===== src/hdl/avcflv_pkg.sv =====
package avcflv_pkg;

  // SPS store geometry
  localparam int SPS_MAX_BYTES = 32;
  localparam int SPS_ADDR_W    = $clog2(SPS_MAX_BYTES);
  localparam int SPS_LEN_W     = $clog2(SPS_MAX_BYTES + 1);

  // NAL unit types
  localparam logic [4:0] NAL_IDR = 5'd5;
  localparam logic [4:0] NAL_SPS = 5'd7;
  localparam logic [4:0] NAL_PPS = 5'd8;

  // Fixed bytes of the tag body
  localparam logic [7:0] BYTE_KEY   = 8'h17;
  localparam logic [7:0] BYTE_INTER = 8'h27;
  localparam logic [7:0] BYTE_ONE   = 8'h01;
  localparam logic [7:0] BYTE_FF    = 8'hFF;
  localparam logic [7:0] BYTE_E1    = 8'hE1;
  localparam logic [7:0] BYTE_ZERO  = 8'h00;

  // Microprogram layout
  localparam int STEP_W = 5;
  localparam logic [STEP_W-1:0] REC_ENTRY  = 5'd0;
  localparam logic [STEP_W-1:0] SPS_LOOP   = 5'd13;
  localparam logic [STEP_W-1:0] AFTER_LOOP = 5'd14;
  localparam logic [STEP_W-1:0] HDR_ENTRY  = 5'd17;

  // What one accepted input item starts
  typedef enum logic [1:0] {
    ACT_NONE,
    ACT_PASS,
    ACT_RECORD,
    ACT_HEADER
  } act_t;

  // Byte source of a control word
  typedef enum logic [3:0] {
    SRC_CONST,
    SRC_STORE,
    SRC_KIND,
    SRC_SPSLEN,
    SRC_PLEN_HI,
    SRC_PLEN_LO,
    SRC_LEN2,
    SRC_LEN1,
    SRC_LEN0
  } src_t;

  typedef enum logic [1:0] {
    PTR_HOLD,
    PTR_INC,
    PTR_ZERO
  } ptr_t;

  typedef enum logic [1:0] {
    JMP_NEXT,
    JMP_IF_EMPTY,
    JMP_LOOP,
    JMP_END
  } jmp_t;

  typedef enum logic [1:0] {
    EOP_NONE,
    EOP_PLEN,
    EOP_LEN
  } eop_t;

  typedef struct packed {
    src_t              src;
    ptr_t              ptr;
    jmp_t              jmp;
    eop_t              eop;
    logic              pkind;
    logic [7:0]        value;
    logic [STEP_W-1:0] target;
  } ucode_t;

  // Command from the input decoder to the sequencer
  typedef struct packed {
    act_t        act;
    logic [7:0]  data;
    logic        pkind;
    logic        eop;
    logic        idr;
    logic [23:0] hdr_len;
    logic [15:0] plen;
    logic        plen_last;
  } seq_cmd_t;

  // SPS store status
  typedef struct packed {
    logic [SPS_LEN_W-1:0] len;
    logic                 ovf;
  } sps_stat_t;

  // Control store: record program first, then the frame header program
  function automatic ucode_t ucode_rom(input logic [STEP_W-1:0] step);
    ucode_t w;
    case (step)
      5'd0:  w = '{SRC_CONST,   PTR_HOLD, JMP_NEXT,     EOP_NONE, 1'b0, BYTE_KEY,  '0};
      5'd1:  w = '{SRC_CONST,   PTR_HOLD, JMP_NEXT,     EOP_NONE, 1'b0, BYTE_ZERO, '0};
      5'd2:  w = '{SRC_CONST,   PTR_HOLD, JMP_NEXT,     EOP_NONE, 1'b0, BYTE_ZERO, '0};
      5'd3:  w = '{SRC_CONST,   PTR_HOLD, JMP_NEXT,     EOP_NONE, 1'b0, BYTE_ZERO, '0};
      5'd4:  w = '{SRC_CONST,   PTR_HOLD, JMP_NEXT,     EOP_NONE, 1'b0, BYTE_ZERO, '0};
      5'd5:  w = '{SRC_CONST,   PTR_HOLD, JMP_NEXT,     EOP_NONE, 1'b0, BYTE_ONE,  '0};
      5'd6:  w = '{SRC_STORE,   PTR_INC,  JMP_NEXT,     EOP_NONE, 1'b0, BYTE_ZERO, '0};
      5'd7:  w = '{SRC_STORE,   PTR_INC,  JMP_NEXT,     EOP_NONE, 1'b0, BYTE_ZERO, '0};
      5'd8:  w = '{SRC_STORE,   PTR_ZERO, JMP_NEXT,     EOP_NONE, 1'b0, BYTE_ZERO, '0};
      5'd9:  w = '{SRC_CONST,   PTR_HOLD, JMP_NEXT,     EOP_NONE, 1'b0, BYTE_FF,   '0};
      5'd10: w = '{SRC_CONST,   PTR_HOLD, JMP_NEXT,     EOP_NONE, 1'b0, BYTE_E1,   '0};
      5'd11: w = '{SRC_CONST,   PTR_HOLD, JMP_NEXT,     EOP_NONE, 1'b0, BYTE_ZERO, '0};
      5'd12: w = '{SRC_SPSLEN,  PTR_HOLD, JMP_IF_EMPTY, EOP_NONE, 1'b0, BYTE_ZERO,
                   AFTER_LOOP};
      5'd13: w = '{SRC_STORE,   PTR_INC,  JMP_LOOP,     EOP_NONE, 1'b0, BYTE_ZERO,
                   SPS_LOOP};
      5'd14: w = '{SRC_CONST,   PTR_HOLD, JMP_NEXT,     EOP_NONE, 1'b0, BYTE_ONE,  '0};
      5'd15: w = '{SRC_PLEN_HI, PTR_HOLD, JMP_NEXT,     EOP_NONE, 1'b0, BYTE_ZERO, '0};
      5'd16: w = '{SRC_PLEN_LO, PTR_HOLD, JMP_END,      EOP_PLEN, 1'b0, BYTE_ZERO, '0};
      5'd17: w = '{SRC_KIND,    PTR_HOLD, JMP_NEXT,     EOP_NONE, 1'b1, BYTE_ZERO, '0};
      5'd18: w = '{SRC_CONST,   PTR_HOLD, JMP_NEXT,     EOP_NONE, 1'b1, BYTE_ONE,  '0};
      5'd19: w = '{SRC_CONST,   PTR_HOLD, JMP_NEXT,     EOP_NONE, 1'b1, BYTE_ZERO, '0};
      5'd20: w = '{SRC_CONST,   PTR_HOLD, JMP_NEXT,     EOP_NONE, 1'b1, BYTE_ZERO, '0};
      5'd21: w = '{SRC_CONST,   PTR_HOLD, JMP_NEXT,     EOP_NONE, 1'b1, BYTE_ZERO, '0};
      5'd22: w = '{SRC_CONST,   PTR_HOLD, JMP_NEXT,     EOP_NONE, 1'b1, BYTE_ZERO, '0};
      5'd23: w = '{SRC_LEN2,    PTR_HOLD, JMP_NEXT,     EOP_NONE, 1'b1, BYTE_ZERO, '0};
      5'd24: w = '{SRC_LEN1,    PTR_HOLD, JMP_NEXT,     EOP_NONE, 1'b1, BYTE_ZERO, '0};
      5'd25: w = '{SRC_LEN0,    PTR_HOLD, JMP_END,      EOP_LEN,  1'b1, BYTE_ZERO, '0};
      default: w = '{SRC_CONST, PTR_HOLD, JMP_END,      EOP_NONE, 1'b1, BYTE_ZERO, '0};
    endcase
    return w;
  endfunction

endpackage


===== src/hdl/avcflv_ram.sv =====
module avcflv_ram #(
  parameter int WIDTH = 8,
  parameter int DEPTH = 32
) (
  input  logic                     clk,
  input  logic                     we,
  input  logic [$clog2(DEPTH)-1:0] waddr,
  input  logic [WIDTH-1:0]         wdata,
  input  logic [$clog2(DEPTH)-1:0] raddr,
  output logic [WIDTH-1:0]         rdata
);

  logic [WIDTH-1:0] mem [DEPTH];

  // One write port, one registered read port
  always_ff @(posedge clk) begin
    if (we) begin
      mem[waddr] <= wdata;
    end
    rdata <= mem[raddr];
  end

endmodule


===== src/hdl/avcflv_front.sv =====
module avcflv_front import avcflv_pkg::*; (
  input  logic                  clk,
  input  logic                  rst,
  input  logic [7:0]            nal_byte,
  input  logic [4:0]            nal_kind,
  input  logic [23:0]           nal_total_length,
  input  logic                  is_first_byte,
  input  logic                  accept,
  output seq_cmd_t              cmd,
  output sps_stat_t             sps,
  output logic                  wr_en,
  output logic [SPS_ADDR_W-1:0] wr_addr,
  output logic [7:0]            wr_data
);

  logic [23:0]          byte_position;
  logic                 long_start_code;
  logic [SPS_LEN_W-1:0] sps_length;
  logic                 sps_overflow;

  logic [23:0]          p;
  logic [SPS_LEN_W-1:0] len_eff;
  logic [23:0]          start_cur;
  logic [23:0]          start_new;
  logic                 is_hdr;
  logic                 sps_room;

  // Decode the item against the NAL position
  always_comb begin
    p         = is_first_byte ? '0 : byte_position;
    len_eff   = is_first_byte ? '0 : sps_length;
    sps_room  = len_eff < SPS_LEN_W'(SPS_MAX_BYTES);
    start_cur = long_start_code ? 24'd4 : 24'd3;
    start_new = (nal_byte == BYTE_ZERO) ? 24'd4 : 24'd3;
    is_hdr    = 1'b0;

    cmd.act       = ACT_NONE;
    cmd.data      = nal_byte;
    cmd.pkind     = 1'b1;
    cmd.eop       = (p == nal_total_length - 24'd1);
    cmd.idr       = (nal_kind == NAL_IDR);
    cmd.hdr_len   = (nal_total_length > start_new) ? nal_total_length - start_new : '0;
    cmd.plen      = nal_total_length[15:0] - 16'd4;
    cmd.plen_last = (nal_total_length == 24'd4);

    case (nal_kind)
      NAL_SPS: begin
        cmd.act = ACT_NONE;
      end
      NAL_PPS: begin
        cmd.pkind = 1'b0;
        if (p == 24'd3 && nal_total_length >= 24'd4) begin
          cmd.act = ACT_RECORD;
        end else if (p >= 24'd4 && p < nal_total_length) begin
          cmd.act = ACT_PASS;
        end
      end
      default: begin
        if (p == 24'd2 && nal_total_length > 24'd2) begin
          cmd.act = ACT_HEADER;
          is_hdr  = 1'b1;
        end else if (p >= start_cur && p < nal_total_length) begin
          cmd.act = ACT_PASS;
        end
      end
    endcase

    wr_en   = accept && (nal_kind == NAL_SPS) && (p >= 24'd4) && sps_room;
    wr_addr = len_eff[SPS_ADDR_W-1:0];
    wr_data = nal_byte;

    sps.len = sps_length;
    sps.ovf = sps_overflow;
  end

  // Advance position, track start code form and SPS fill
  always_ff @(posedge clk) begin
    if (rst) begin
      byte_position   <= '0;
      long_start_code <= 1'b0;
      sps_length      <= '0;
      sps_overflow    <= 1'b0;
    end else if (accept) begin
      byte_position <= (p < 24'hFFFFFF) ? p + 24'd1 : p;
      if (is_hdr) begin
        long_start_code <= (nal_byte == BYTE_ZERO);
      end
      if (nal_kind == NAL_SPS) begin
        if (is_first_byte) begin
          sps_length   <= '0;
          sps_overflow <= 1'b0;
        end
        if (p >= 24'd4) begin
          if (sps_room) begin
            sps_length <= len_eff + 1'b1;
          end else begin
            sps_overflow <= 1'b1;
          end
        end
      end
    end
  end

endmodule


===== src/hdl/avcflv_seq.sv =====
module avcflv_seq import avcflv_pkg::*; (
  input  logic                  clk,
  input  logic                  rst,
  input  logic                  start,
  input  seq_cmd_t              cmd,
  input  sps_stat_t             sps,
  output logic [SPS_ADDR_W-1:0] rd_addr,
  input  logic [7:0]            rd_data,
  output logic                  avail,
  output logic                  out_valid,
  input  logic                  out_ready,
  output logic [7:0]            out_byte,
  output logic                  packet_kind,
  output logic                  end_of_packet,
  output logic                  end_of_run,
  output logic                  sps_truncated
);

  logic                 busy;
  logic [STEP_W-1:0]    step;
  logic [SPS_LEN_W-1:0] rptr;
  logic                 idr;
  logic [23:0]          hdr_len;
  logic [15:0]          plen;
  logic                 plen_last;

  logic                 busy_next;
  logic [STEP_W-1:0]    step_next;
  logic [SPS_LEN_W-1:0] rptr_next;
  logic [SPS_LEN_W-1:0] rptr_inc;
  ucode_t               w;
  logic                 load;
  logic                 pass;
  logic                 begin_prog;
  logic [7:0]           mux;
  logic                 eop;

  // Decode the current control word and step the program
  always_comb begin
    w          = ucode_rom(step);
    load       = busy && (!out_valid || out_ready);
    avail      = !busy && (!out_valid || out_ready);
    pass       = start && (cmd.act == ACT_PASS);
    begin_prog = start && (cmd.act == ACT_RECORD || cmd.act == ACT_HEADER);
    rptr_inc   = rptr + 1'b1;

    case (w.src)
      SRC_CONST:   mux = w.value;
      SRC_STORE:   mux = rd_data;
      SRC_KIND:    mux = idr ? BYTE_KEY : BYTE_INTER;
      SRC_SPSLEN:  mux = 8'(sps.len);
      SRC_PLEN_HI: mux = plen[15:8];
      SRC_PLEN_LO: mux = plen[7:0];
      SRC_LEN2:    mux = hdr_len[23:16];
      SRC_LEN1:    mux = hdr_len[15:8];
      SRC_LEN0:    mux = hdr_len[7:0];
      default:     mux = w.value;
    endcase

    case (w.eop)
      EOP_PLEN: eop = plen_last;
      EOP_LEN:  eop = (hdr_len == '0);
      default:  eop = 1'b0;
    endcase

    busy_next = busy;
    step_next = step;
    rptr_next = rptr;

    if (begin_prog) begin
      busy_next = 1'b1;
      step_next = (cmd.act == ACT_RECORD) ? REC_ENTRY : HDR_ENTRY;
      rptr_next = SPS_LEN_W'(1);
    end else if (load) begin
      case (w.ptr)
        PTR_INC:  rptr_next = rptr_inc;
        PTR_ZERO: rptr_next = '0;
        default:  rptr_next = rptr;
      endcase
      case (w.jmp)
        JMP_IF_EMPTY: step_next = (sps.len == '0) ? w.target : step + 1'b1;
        JMP_LOOP:     step_next = (rptr_inc != sps.len) ? w.target : step + 1'b1;
        JMP_END:      busy_next = 1'b0;
        default:      step_next = step + 1'b1;
      endcase
    end

    // Read ahead so the store byte is ready when its step loads
    rd_addr = rptr_next[SPS_ADDR_W-1:0];
  end

  // Sequencer control state
  always_ff @(posedge clk) begin
    if (rst) begin
      busy <= 1'b0;
      step <= '0;
      rptr <= '0;
    end else begin
      busy <= busy_next;
      step <= step_next;
      rptr <= rptr_next;
    end
  end

  // Latch per-program operands
  always_ff @(posedge clk) begin
    if (begin_prog) begin
      idr       <= cmd.idr;
      hdr_len   <= cmd.hdr_len;
      plen      <= cmd.plen;
      plen_last <= cmd.plen_last;
    end
  end

  // Output register: take a program byte or a passed-through NAL byte
  always_ff @(posedge clk) begin
    if (rst) begin
      out_valid <= 1'b0;
    end else if (load || pass) begin
      out_valid <= 1'b1;
    end else if (out_ready) begin
      out_valid <= 1'b0;
    end
  end

  always_ff @(posedge clk) begin
    if (load) begin
      out_byte      <= mux;
      packet_kind   <= w.pkind;
      end_of_packet <= eop;
      end_of_run    <= (w.jmp == JMP_END);
      sps_truncated <= sps.ovf;
    end else if (pass) begin
      out_byte      <= cmd.data;
      packet_kind   <= cmd.pkind;
      end_of_packet <= cmd.eop;
      end_of_run    <= 1'b1;
      sps_truncated <= sps.ovf;
    end
  end

endmodule


===== src/hdl/avc_nal_to_flv_video_tag.sv =====
// Channel  Handshake            Payload
// -------  -------------------  -------------------------------------------------
// in       in_valid / in_ready  nal_byte, nal_kind, nal_total_length, is_first_byte
// out      out_valid/out_ready  out_byte, packet_kind, end_of_packet, end_of_run,
//                               sps_truncated
//
// A byte that is stored or passed through goes at a full byte per cycle when the output is not stalled.
// A frame header holds the input for 9 output bytes; a decoder configuration record
// holds it for 16 + SPS length bytes, paced by the microcode step counter and the
// single read port of the SPS store.
// Synchronous reset clears position, start code form, SPS fill and the sequencer.
// A stalled output freezes the sequencer and blocks new items.
module avc_nal_to_flv_video_tag import avcflv_pkg::*; (
  input  logic        clk,
  input  logic        rst,
  input  logic        in_valid,
  output logic        in_ready,
  input  logic [7:0]  nal_byte,
  input  logic [4:0]  nal_kind,
  input  logic [23:0] nal_total_length,
  input  logic        is_first_byte,
  output logic        out_valid,
  input  logic        out_ready,
  output logic [7:0]  out_byte,
  output logic        packet_kind,
  output logic        end_of_packet,
  output logic        end_of_run,
  output logic        sps_truncated
);

  logic                  accept;
  seq_cmd_t              cmd;
  sps_stat_t             sps;
  logic                  wr_en;
  logic [SPS_ADDR_W-1:0] wr_addr;
  logic [7:0]            wr_data;
  logic [SPS_ADDR_W-1:0] rd_addr;
  logic [7:0]            rd_data;
  logic                  avail;

  assign in_ready = avail;
  assign accept   = in_valid && avail;

  avcflv_front u_front (
    .clk,
    .rst,
    .nal_byte,
    .nal_kind,
    .nal_total_length,
    .is_first_byte,
    .accept,
    .cmd,
    .sps,
    .wr_en,
    .wr_addr,
    .wr_data
  );

  avcflv_ram #(
    .WIDTH(8),
    .DEPTH(SPS_MAX_BYTES)
  ) u_sps_store (
    .clk,
    .we    (wr_en),
    .waddr (wr_addr),
    .wdata (wr_data),
    .raddr (rd_addr),
    .rdata (rd_data)
  );

  avcflv_seq u_seq (
    .clk,
    .rst,
    .start (accept),
    .cmd,
    .sps,
    .rd_addr,
    .rd_data,
    .avail,
    .out_valid,
    .out_ready,
    .out_byte,
    .packet_kind,
    .end_of_packet,
    .end_of_run,
    .sps_truncated
  );

endmodule


===== config.mk =====
export PLATFORM = sky130hd
export DESIGN_NAME = avc_nal_to_flv_video_tag
export DESIGN_NICKNAME = d
export VERILOG_FILES = /design/src/hdl/avcflv_pkg.sv /design/src/hdl/avcflv_ram.sv /design/src/hdl/avcflv_front.sv /design/src/hdl/avcflv_seq.sv /design/src/hdl/avc_nal_to_flv_video_tag.sv
export SDC_FILE = /design/constraint.sdc
export NUM_CORES = 1
export LEC_CHECK = 0
export BUFFER_PORTS_ARGS = -buffer_cell sky130_fd_sc_hd__buf_2
export CAP_MARGIN = 20
export CELL_PAD_IN_SITES_DETAIL_PLACEMENT = 0
export CELL_PAD_IN_SITES_GLOBAL_PLACEMENT = 1
export CORE_ASPECT_RATIO = 1.2
export CORE_UTILIZATION = 46
export CTS_CLUSTER_SIZE = 24
export DETAILED_ROUTE_END_ITERATION = 10
export PLACE_DENSITY = 0.87
export SKIP_LAST_GASP = 1
export SYNTH_ARGS = -nofsm -noshare
export SYNTH_HDL_FRONTEND = slang
export SYNTH_SLANG_ARGS = --single-unit

===== constraint.sdc =====
create_clock -name clk -period 4.9 [get_ports clk]
set_input_delay 0.245 -clock clk [delete_from_list [all_inputs] [get_ports clk]]
set_output_delay 0.245 -clock clk [all_outputs]
set_load 0.05 [all_outputs]

# Yosys cells after proc, flatten, opt, wreduce, memory -nomap -nowiden
# Memories as Yosys holds them, arrays and structs flattened. A register that Yosys moved wholly into a read port is not among the register bits.
# Index checks and enable logic that the tools add are counted.
[totals]
ff_bits = 99
latch_bits = 0
ram_bits = 256
romBits = 736
input_bits = 42
out_inout_bits = 14
elab_cells = 143
n_memories = 2
[op_classes]
addsub = 7
multipliers = 0
div_mod_pow = 0
n_lt_le_gt_ge = 8
eq_ne = 27
n_shift = 0
mux = 49
bitwise = 0
reduce_logical = 32
[mem_list]
columns = ["name", "words", "width", "rd", "rd_ports_with_merged_regs", "wr", "line_no", "rtl"]
rows = [
  ["(name not given)", 32, 23, 1, 1, 0, "avcflv_pkg.sv:99", "case (step)"],
  ["u_sps_store.mem", 32, 8, 1, 1, 1, "avcflv_ram.sv:13", "logic [WIDTH-1:0] mem [DEPTH];"],
]
[ops]
columns = ["cell", "count"]
rows = [
  ["$pmux 8 s8", 1],
  ["$eq 24x2->1 const B", 2],
  ["$ge 24x3->1 const B", 2],
  ["$mux 24", 2],
  ["$mux 5", 9],
  ["$add 24x1->24 const B", 1],
  ["$eq 24x24->1", 1],
  ["$eq 24x3->1 const B", 1],
  ["$ge 24x24->1", 1],
  ["$gt 24x2->1 const B", 1],
  ["$gt 24x24->1", 1],
  ["$logic_not 24->1", 1],
  ["$lt 24x24->1", 1],
  ["$lt 24x24->1 const B", 1],
  ["$mux 6", 4],
  ["$sub 24x1->24 const B", 1],
  ["$sub 24x24->24", 1],
  ["$mux 1", 23],
  ["$eq 4x3->1 const B", 4],
  ["$mux 8", 2],
  ["$sub 16x3->16 const B", 1],
  ["$pmux 5 s3", 1],
  ["$add 6x1->6 const B", 2],
  ["$eq 2x2->1 const B", 6],
  ["other kinds (23)", 53],
]

# Logic depth before layout (Yosys ltp)
[depth]
word_depth = 13
depth_mapped = 20
ltp_nobuf = 14

# Cells and area by module
# Synthesis repeated with hierarchy kept, for this count alone.
[hier_totals]
hier_cells = 1466
area_unflattened_um2 = 18859.3
[by_module_without_submodules]
columns = ["mod", "n_inst", "cells_per_inst", "area_each_um2", "seq_area_each_um2"]
rows = [
  ["avcflv_ram", 1, 417, 10053.4, 7847.5],
  ["avcflv_front", 1, 627, 4469.3, 640.6],
  ["avcflv_seq", 1, 421, 4330.4, 2222.1],
  ["avc_nal_to_flv_video_tag", 1, 1, 6.3, 0.0],
]

# Least setup slack after synthesis
# No wires, ideal clock.
[synth_path]
kind = "input to register"
start = "in is_first_byte"
end = "reg, netlist name u_seq.w[5]"
setup_time_ps = 128
t_arrival_ps = 5127
slack_ps = -355
cell_stages = 18
cell_sequence = "clkbuf_1 -> buf_2 -> clkbuf_1 -> buf_1 -> clkbuf_1 -> nand2b_1 -> ha_1 -> o311ai_4 -> o2bb2ai_4 -> nand2_4 -> buf_8 -> inv_4 -> clkbuf_1 -> o311ai_0 -> ha_1 -> and3_1 -> o21ai_0 -> o211ai_2"
[synth_between]
elab_chain_len = 13
[synth_rtl]
columns = ["item", "line_no", "rtl"]
rows = [
  ["start, declared", "avc_nal_to_flv_video_tag.sv:21", "input logic is_first_byte,"],
  ["$mux 24 (*)", "avcflv_front.sv:30", "p = is_first_byte ? '0 : byte_position;"],
  ["$ge 24x24->1, or another cell as far along", "avcflv_front.sv:62", "end else if (p >= start_cur && p < nal_total_length) begin"],
  ["$logic_and 1x1->1 (on tied branches)", "avcflv_front.sv:62, avcflv_front.sv:54", ""],
  ["$mux 1 (on tied branches)", "avcflv_front.sv:62, avcflv_front.sv:54", ""],
  ["$mux 2 (on tied branches)", "avcflv_front.sv:59, avcflv_front.sv:52", ""],
  ["$pmux 2 s2 (*)", "avcflv_front.sv:46", "case (nal_kind)"],
  ["$eq 2x2->1", "avcflv_seq.sv:44", "begin_prog = start && (cmd.act == ACT_RECORD || cmd.act == ACT_HEADER);"],
  ["$logic_or 1x1->1 (*)", "avcflv_seq.sv:44", ""],
  ["$logic_and 1x1->1 (*)", "avcflv_seq.sv:44", ""],
  ["named net u_seq.begin_prog", "avcflv_seq.sv:34", "logic begin_prog;"],
  ["$ne 2x1->1 (no source line) or $reduce_bool 2->1 (tied branches)", "--", ""],
  ["$reduce_and 2->1 (no source line)", "--", ""],
  ["$mux 5 (no source line) (*) (2 in series)", "--", ""],
]
# Mark *: on every way through the listed nets, which the timed path passes. The rest lies on a longest branch.
# A chain may end at the register's enable or synchronous reset.

# Worst setup path after layout
[layout_path]
start = "reg u_front.byte_position[16]"
end = "reg u_sps_store.rdata[5] (read register of u_sps_store.mem)"
[layout_between]
elab_chain_len = 10
[layout_rtl]
columns = ["item", "line_no", "rtl"]
rows = [
  ["start, declared", "avcflv_front.sv:16", "logic [23:0] byte_position;"],
  ["start signal, assigned", "avcflv_front.sv:84", "byte_position <= (p < 24'hFFFFFF) ? p + 24'd1 : p;"],
  ["$mux 24 (*)", "avcflv_front.sv:30", ""],
  ["$ge 24x24->1, or another cell as far along", "avcflv_front.sv:62", ""],
  ["$logic_and 1x1->1 (on tied branches)", "avcflv_front.sv:62, avcflv_front.sv:54", ""],
  ["$mux 1 (on tied branches)", "avcflv_front.sv:62, avcflv_front.sv:54", ""],
  ["$mux 2 (on tied branches)", "avcflv_front.sv:59, avcflv_front.sv:52", ""],
  ["$pmux 2 s2 (*)", "avcflv_front.sv:46", ""],
  ["$eq 2x2->1", "avcflv_seq.sv:44", ""],
  ["$logic_or 1x1->1 (*)", "avcflv_seq.sv:44", ""],
  ["$logic_and 1x1->1 (*)", "avcflv_seq.sv:44", ""],
  ["$mux 5 (*)", "avcflv_seq.sv:70", "if (begin_prog) begin"],
  ["end, declared", "avcflv_ram.sv:10", "output logic [WIDTH-1:0] rdata"],
]
# Every way passes the cells marked *; elsewhere a longest branch is shown, timed or not.

==> flow_results.xml <==
<?xml version="1.0" encoding="UTF-8"?>
<metrics>
  <group name="critical_path">
    <metric name="critical_path.endpoint_type" unit="">register</metric>
    <metric name="worst-path-max-fanout" unit="">20</metric>
    <metric name="worstPathArrival" unit="ps">4630</metric>
    <metric name="critical_path.cell_chain" unit="">nor4_1, nand4_1, nor4b_4, o21a_1, nand2_4, inv_4, or2_1, o21ai_0, a211oi_1, o32a_1</metric>
    <metric name="critPathTopFamily" unit="">simple AND/OR/NAND/NOR gates</metric>
    <metric name="criticalPathCategory" unit="">reg -&gt; reg</metric>
    <metric name="crit_path_max_cell_delay" unit="ps">620</metric>
    <metric name="cp.required" unit="ps">5370</metric>
    <metric name="worstSetupStartpointType" unit="">register</metric>
    <metric name="critical_path.n_buffers_inverters" unit="">1</metric>
    <metric name="slowest_stage" unit="">sky130_fd_sc_hd__or2_1</metric>
  </group>
  <group name="drt">
    <metric name="drt_first_iter_violations" unit="">1219</metric>
    <metric name="wire_per_inst" unit="um">22.9</metric>
    <metric name="antenna_violating_nets_post_route" unit="">0</metric>
    <metric name="vias_per_cell" unit="">6.00</metric>
    <metric name="drt_pass_1_iters" unit="">5</metric>
    <metric name="drt_drc_violations_left" unit="">0</metric>
    <metric name="vias" unit="">14100</metric>
    <metric name="wl" unit="um">53800</metric>
  </group>
  <group name="job">
    <metric name="maxCapViolCount" unit="">0</metric>
  </group>
  <group name="placement">
    <metric name="pre_cts_ws" unit="ps">831</metric>
    <metric name="dp.final_hpwl" unit="um">38300</metric>
    <metric name="port_buffers" unit="">55</metric>
    <metric name="globalplace.congestion" unit="">0.986</metric>
  </group>
  <group name="yosys">
    <metric name="post-synth-top-area-fraction" unit="%">49.3</metric>
    <metric name="synth_seq_area_share" unit="%">56.8</metric>
    <metric name="yosysWarningCount" unit="">0</metric>
    <metric name="yosysTopAreaCell" unit="">sky130_fd_sc_hd__edfxtp_1</metric>
    <metric name="synth_cell_type_count" unit="">100</metric>
    <metric name="postSynthRegisterBits" unit="">380</metric>
    <metric name="synth_top_flop_cell" unit="">sky130_fd_sc_hd__edfxtp_1</metric>
    <metric name="number_of_flops_mapped_to_enable_cells_by_yosys" unit="">310</metric>
    <metric name="syn_nets" unit="">1844</metric>
    <metric name="synth_cells" unit="">1749</metric>
    <metric name="synth.cell_area" unit="um2">18900</metric>
    <metric name="ys_async_sr_fraction" unit="%">0</metric>
    <metric name="ys_top_cells_by_area" unit="">sky130_fd_sc_hd__edfxtp_1, sky130_fd_sc_hd__dfxtp_1, sky130_fd_sc_hd__nor2_1</metric>
    <metric name="syn-mean-instance-area" unit="um2">10.8</metric>
  </group>
  <group name="floorplan">
    <metric name="pin_count" unit="">56</metric>
    <metric name="dieArea" unit="um2">41800</metric>
    <metric name="initial_core_util" unit="%">47.0</metric>
    <metric name="fp-row-count" unit="">80</metric>
    <metric name="chipHeight" unit="um">224</metric>
    <metric name="total_core_area" unit="um2">40100</metric>
    <metric name="floorplan.die.width" unit="um">187</metric>
  </group>
  <group name="global_route">
    <metric name="globalRouteTotalUtil" unit="%">25.7</metric>
    <metric name="wire_length_of_the_first_global_routing_pass" unit="um">82000</metric>
    <metric name="antenna_found_initial" unit="">0</metric>
    <metric name="largest_net_degree_at_the_start_of_global_routing" unit="">53</metric>
    <metric name="first_global_vias" unit="">13800</metric>
    <metric name="grt_remaining_overflow" unit="">0</metric>
  </group>
  <group name="power">
    <metric name="cellLeakagePower" unit="nW">7.36</metric>
    <metric name="max-vdd-ir-drop" unit="mV">0.213</metric>
    <metric name="power.density" unit="nW/um2">331</metric>
  </group>
  <group name="clock_tree">
    <metric name="numClockSinks" unit="">380</metric>
    <metric name="cts_buffer_depth" unit="">3</metric>
    <metric name="cts_post_setup_buffers_inserted" unit="">0</metric>
    <metric name="post_cts_hold_buffer_count" unit="">0</metric>
    <metric name="numCtsBuffers" unit="">39</metric>
    <metric name="tritoncts" unit="">yes</metric>
    <metric name="worst_skew_pair.late_latency" unit="ps">550</metric>
    <metric name="path_clk_slew" unit="ps">60</metric>
    <metric name="cts_max_level" unit="">2</metric>
    <metric name="clock_tree.root_cell" unit="">sky130_fd_sc_hd__clkbuf_16</metric>
    <metric name="postCtsResizedCells" unit="">0</metric>
  </group>
  <group name="timing">
    <metric name="timing_max_transition_violations_final" unit="">0</metric>
    <metric name="setup_viol_count_final" unit="">0</metric>
    <metric name="maxSlewHeadroom" unit="%">23.3</metric>
    <metric name="fin_crit" unit="ps">4160</metric>
    <metric name="rsz_0062_raised_after_global_routing" unit="">no</metric>
    <metric name="finClkSkew" unit="ps">33.4</metric>
    <metric name="finalHoldViolations" unit="">0</metric>
    <metric name="setup_tns" unit="ps">0</metric>
    <metric name="fin_hold_ws" unit="ps">42.0</metric>
    <metric name="timing_worst_slew_pin_value" unit="ps">1150</metric>
    <metric name="timing.final.crit_share" unit="%">84.8</metric>
    <metric name="final_critical_path_setup_slack" unit="ps">743</metric>
    <metric name="max_clock_freq" unit="GHz">0.241</metric>
  </group>
  <group name="layout">
    <metric name="fraction_of_layout_cells_with_a_size_suffix_above_1" unit="%">10.9</metric>
    <metric name="layout.nets" unit="">1884</metric>
    <metric name="num_antenna_cells" unit="">0</metric>
    <metric name="num-fill-cells" unit="">3523</metric>
    <metric name="area_delta_synth_final" unit="%">11.5</metric>
  </group>
  <group name="min_path">
    <metric name="worstHoldPathType" unit="">in -&gt; reg</metric>
  </group>
  <group name="outcome">
    <metric name="run_status" unit="">complete, no violations</metric>
  </group>
</metrics>
-- Yosys cell counts, types with 5 or more instances --
cell type / n
sky130_fd_sc_hd__a221oi_1: 11
sky130_fd_sc_hd__and3_1: 17
sky130_fd_sc_hd__nand2_1: 205
sky130_fd_sc_hd__nor2b_1: 33
sky130_fd_sc_hd__xnor2_1: 73
sky130_fd_sc_hd__o221ai_1: 9
sky130_fd_sc_hd__or4_1: 5
sky130_fd_sc_hd__o21ai_0: 80
sky130_fd_sc_hd__nor2_1: 212
sky130_fd_sc_hd__mux2i_1: 27
sky130_fd_sc_hd__or2_2: 5
sky130_fd_sc_hd__a21oi_1: 61
sky130_fd_sc_hd__nand3_1: 58
sky130_fd_sc_hd__nand2b_1: 17
sky130_fd_sc_hd__xor2_1: 18
sky130_fd_sc_hd__ha_1: 52
sky130_fd_sc_hd__or3_1: 14
sky130_fd_sc_hd__nand4_1: 20
sky130_fd_sc_hd__a211oi_1: 20
sky130_fd_sc_hd__inv_1: 54
sky130_fd_sc_hd__buf_2: 16
sky130_fd_sc_hd__o32a_1: 8
sky130_fd_sc_hd__and2_1: 8
sky130_fd_sc_hd__dfxtp_1: 70
sky130_fd_sc_hd__and4_1: 5
sky130_fd_sc_hd__mux2_2: 5
sky130_fd_sc_hd__a31oi_1: 25
sky130_fd_sc_hd__nor3_1: 46
sky130_fd_sc_hd__a21o_1: 14
sky130_fd_sc_hd__edfxtp_1: 310
sky130_fd_sc_hd__a22oi_1: 10
sky130_fd_sc_hd__clkbuf_1: 64
sky130_fd_sc_hd__nor4b_1: 6
sky130_fd_sc_hd__nor4_1: 19
sky130_fd_sc_hd__o22ai_1: 40
-- area by class of cell --
type | instances | area, um2 | area share [%]
multi-input cells | 1220 | 7540 | 35.8
flip-flops and latches | 380 | 10700 | 50.9
inverters | 60 | 230 | 1.09
well taps | 533 | 667 | 3.17
repair buffers | 88 | 527 | 2.50
clock inverters | 21 | 268 | 1.27
clock buffers | 51 | 1100 | 5.24
-- worst paths after layout --
kind / from / end / slack [ps] / cells past startpoint
worst max register to register: u_front.byte_position[16] / u_sps_store.rdata[5] / 740 / 10
worst min register to register: u_front.sps_overflow / u_seq.sps_truncated / 460 / 0
worst min-delay path: nal_total_length[0] / u_seq.plen[0] / 40 / 1
worst max-delay path: u_front.byte_position[16] / u_sps_store.rdata[5] / 740 / 10
-- cells by family after synthesis --
group	synth area share, %
AND/OR/NAND/NOR	17.8
buffers and inverters	3.34
XOR/XNOR	4.22
flip-flops	56.8
AO/OA/AOI/OAI	12.3
adder cells (fa/ha/maj)	3.71
multiplexers	1.85
-- per-layer routing --
metal	vias up	GRT usage, %	share of wire (%)	wire length (um)
li1	6513	-	-	-
met1	6854	30.7	38	20400
met2	629	45.4	51	27300
met3	133	3.18	6.1	3300
met4	0	13.1	5.2	2820
met5	-	0	0	0
-- stage by stage --
stage	util (%)	total power [mW]	std cells	cell area (um2)
final	52.4	6.97	2353	21000
after global routing	52.4	7.14	2353	21000
after CTS	52.4	6.99	2352	21000
after detailed placement	49.0	3.89	2280	19700
after global placement	49.0	3.88	2280	19700
after floorplan	-	3.75	1749	18900
-- state kept, by name, indices dropped and copies added, names as in the netlist --
register,flops
u_front.sps_length,6
u_seq.packet_kind,1
u_front.sps_overflow,1
u_seq.end_of_packet,1
u_sps_store.mem,256
u_seq.out_valid,1
u_seq.hdr_len,24
u_seq.plen,16
u_sps_store.rdata,8
u_seq.busy,1
u_seq.step,5
u_seq.out_byte,8
u_seq.rptr,6
u_seq.sps_truncated,1
u_seq.plen_last,1
u_front.byte_position,24
u_seq.end_of_run,1
u_seq.idr,1
u_front.long_start_code,1
u_seq.w,17
-- power breakdown --
group,switching [mW],internal [mW],leakage (nW)
clock network,1.28,1.87,0.671
registers,0.00896,3.50,3.35
logic,0.225,0.0934,3.34
total,1.51,5.46,7.36
-- placed cells by master (no fill, tap or decap), types with 46 or more instances in the layout --
cell type                  Yosys  final
sky130_fd_sc_hd__xnor2_1      73     73
sky130_fd_sc_hd__nand2_1     205    204
sky130_fd_sc_hd__dfxtp_1      70     70
sky130_fd_sc_hd__buf_2        16     55
sky130_fd_sc_hd__o21ai_0      80     80
sky130_fd_sc_hd__nor3_1       46     46
sky130_fd_sc_hd__edfxtp_1    310    310
sky130_fd_sc_hd__a21oi_1      61     61
sky130_fd_sc_hd__inv_1        54     54
sky130_fd_sc_hd__nand3_1      58     58
sky130_fd_sc_hd__nor2_1      212    212
sky130_fd_sc_hd__ha_1         52     52
-- worst register-to-register path, stage by stage (launching register included) --
cell                       delay [ps]
sky130_fd_sc_hd__dfxtp_1          360
sky130_fd_sc_hd__nor4_1           570
sky130_fd_sc_hd__nand4_1          240
sky130_fd_sc_hd__nor4b_4          550
sky130_fd_sc_hd__o21a_1           340
sky130_fd_sc_hd__nand2_4          230
sky130_fd_sc_hd__inv_4            250
sky130_fd_sc_hd__or2_1            630
sky130_fd_sc_hd__o21ai_0          200
sky130_fd_sc_hd__a211oi_1         480
sky130_fd_sc_hd__o32a_1           240
Power figures use the tool's default switching activity.
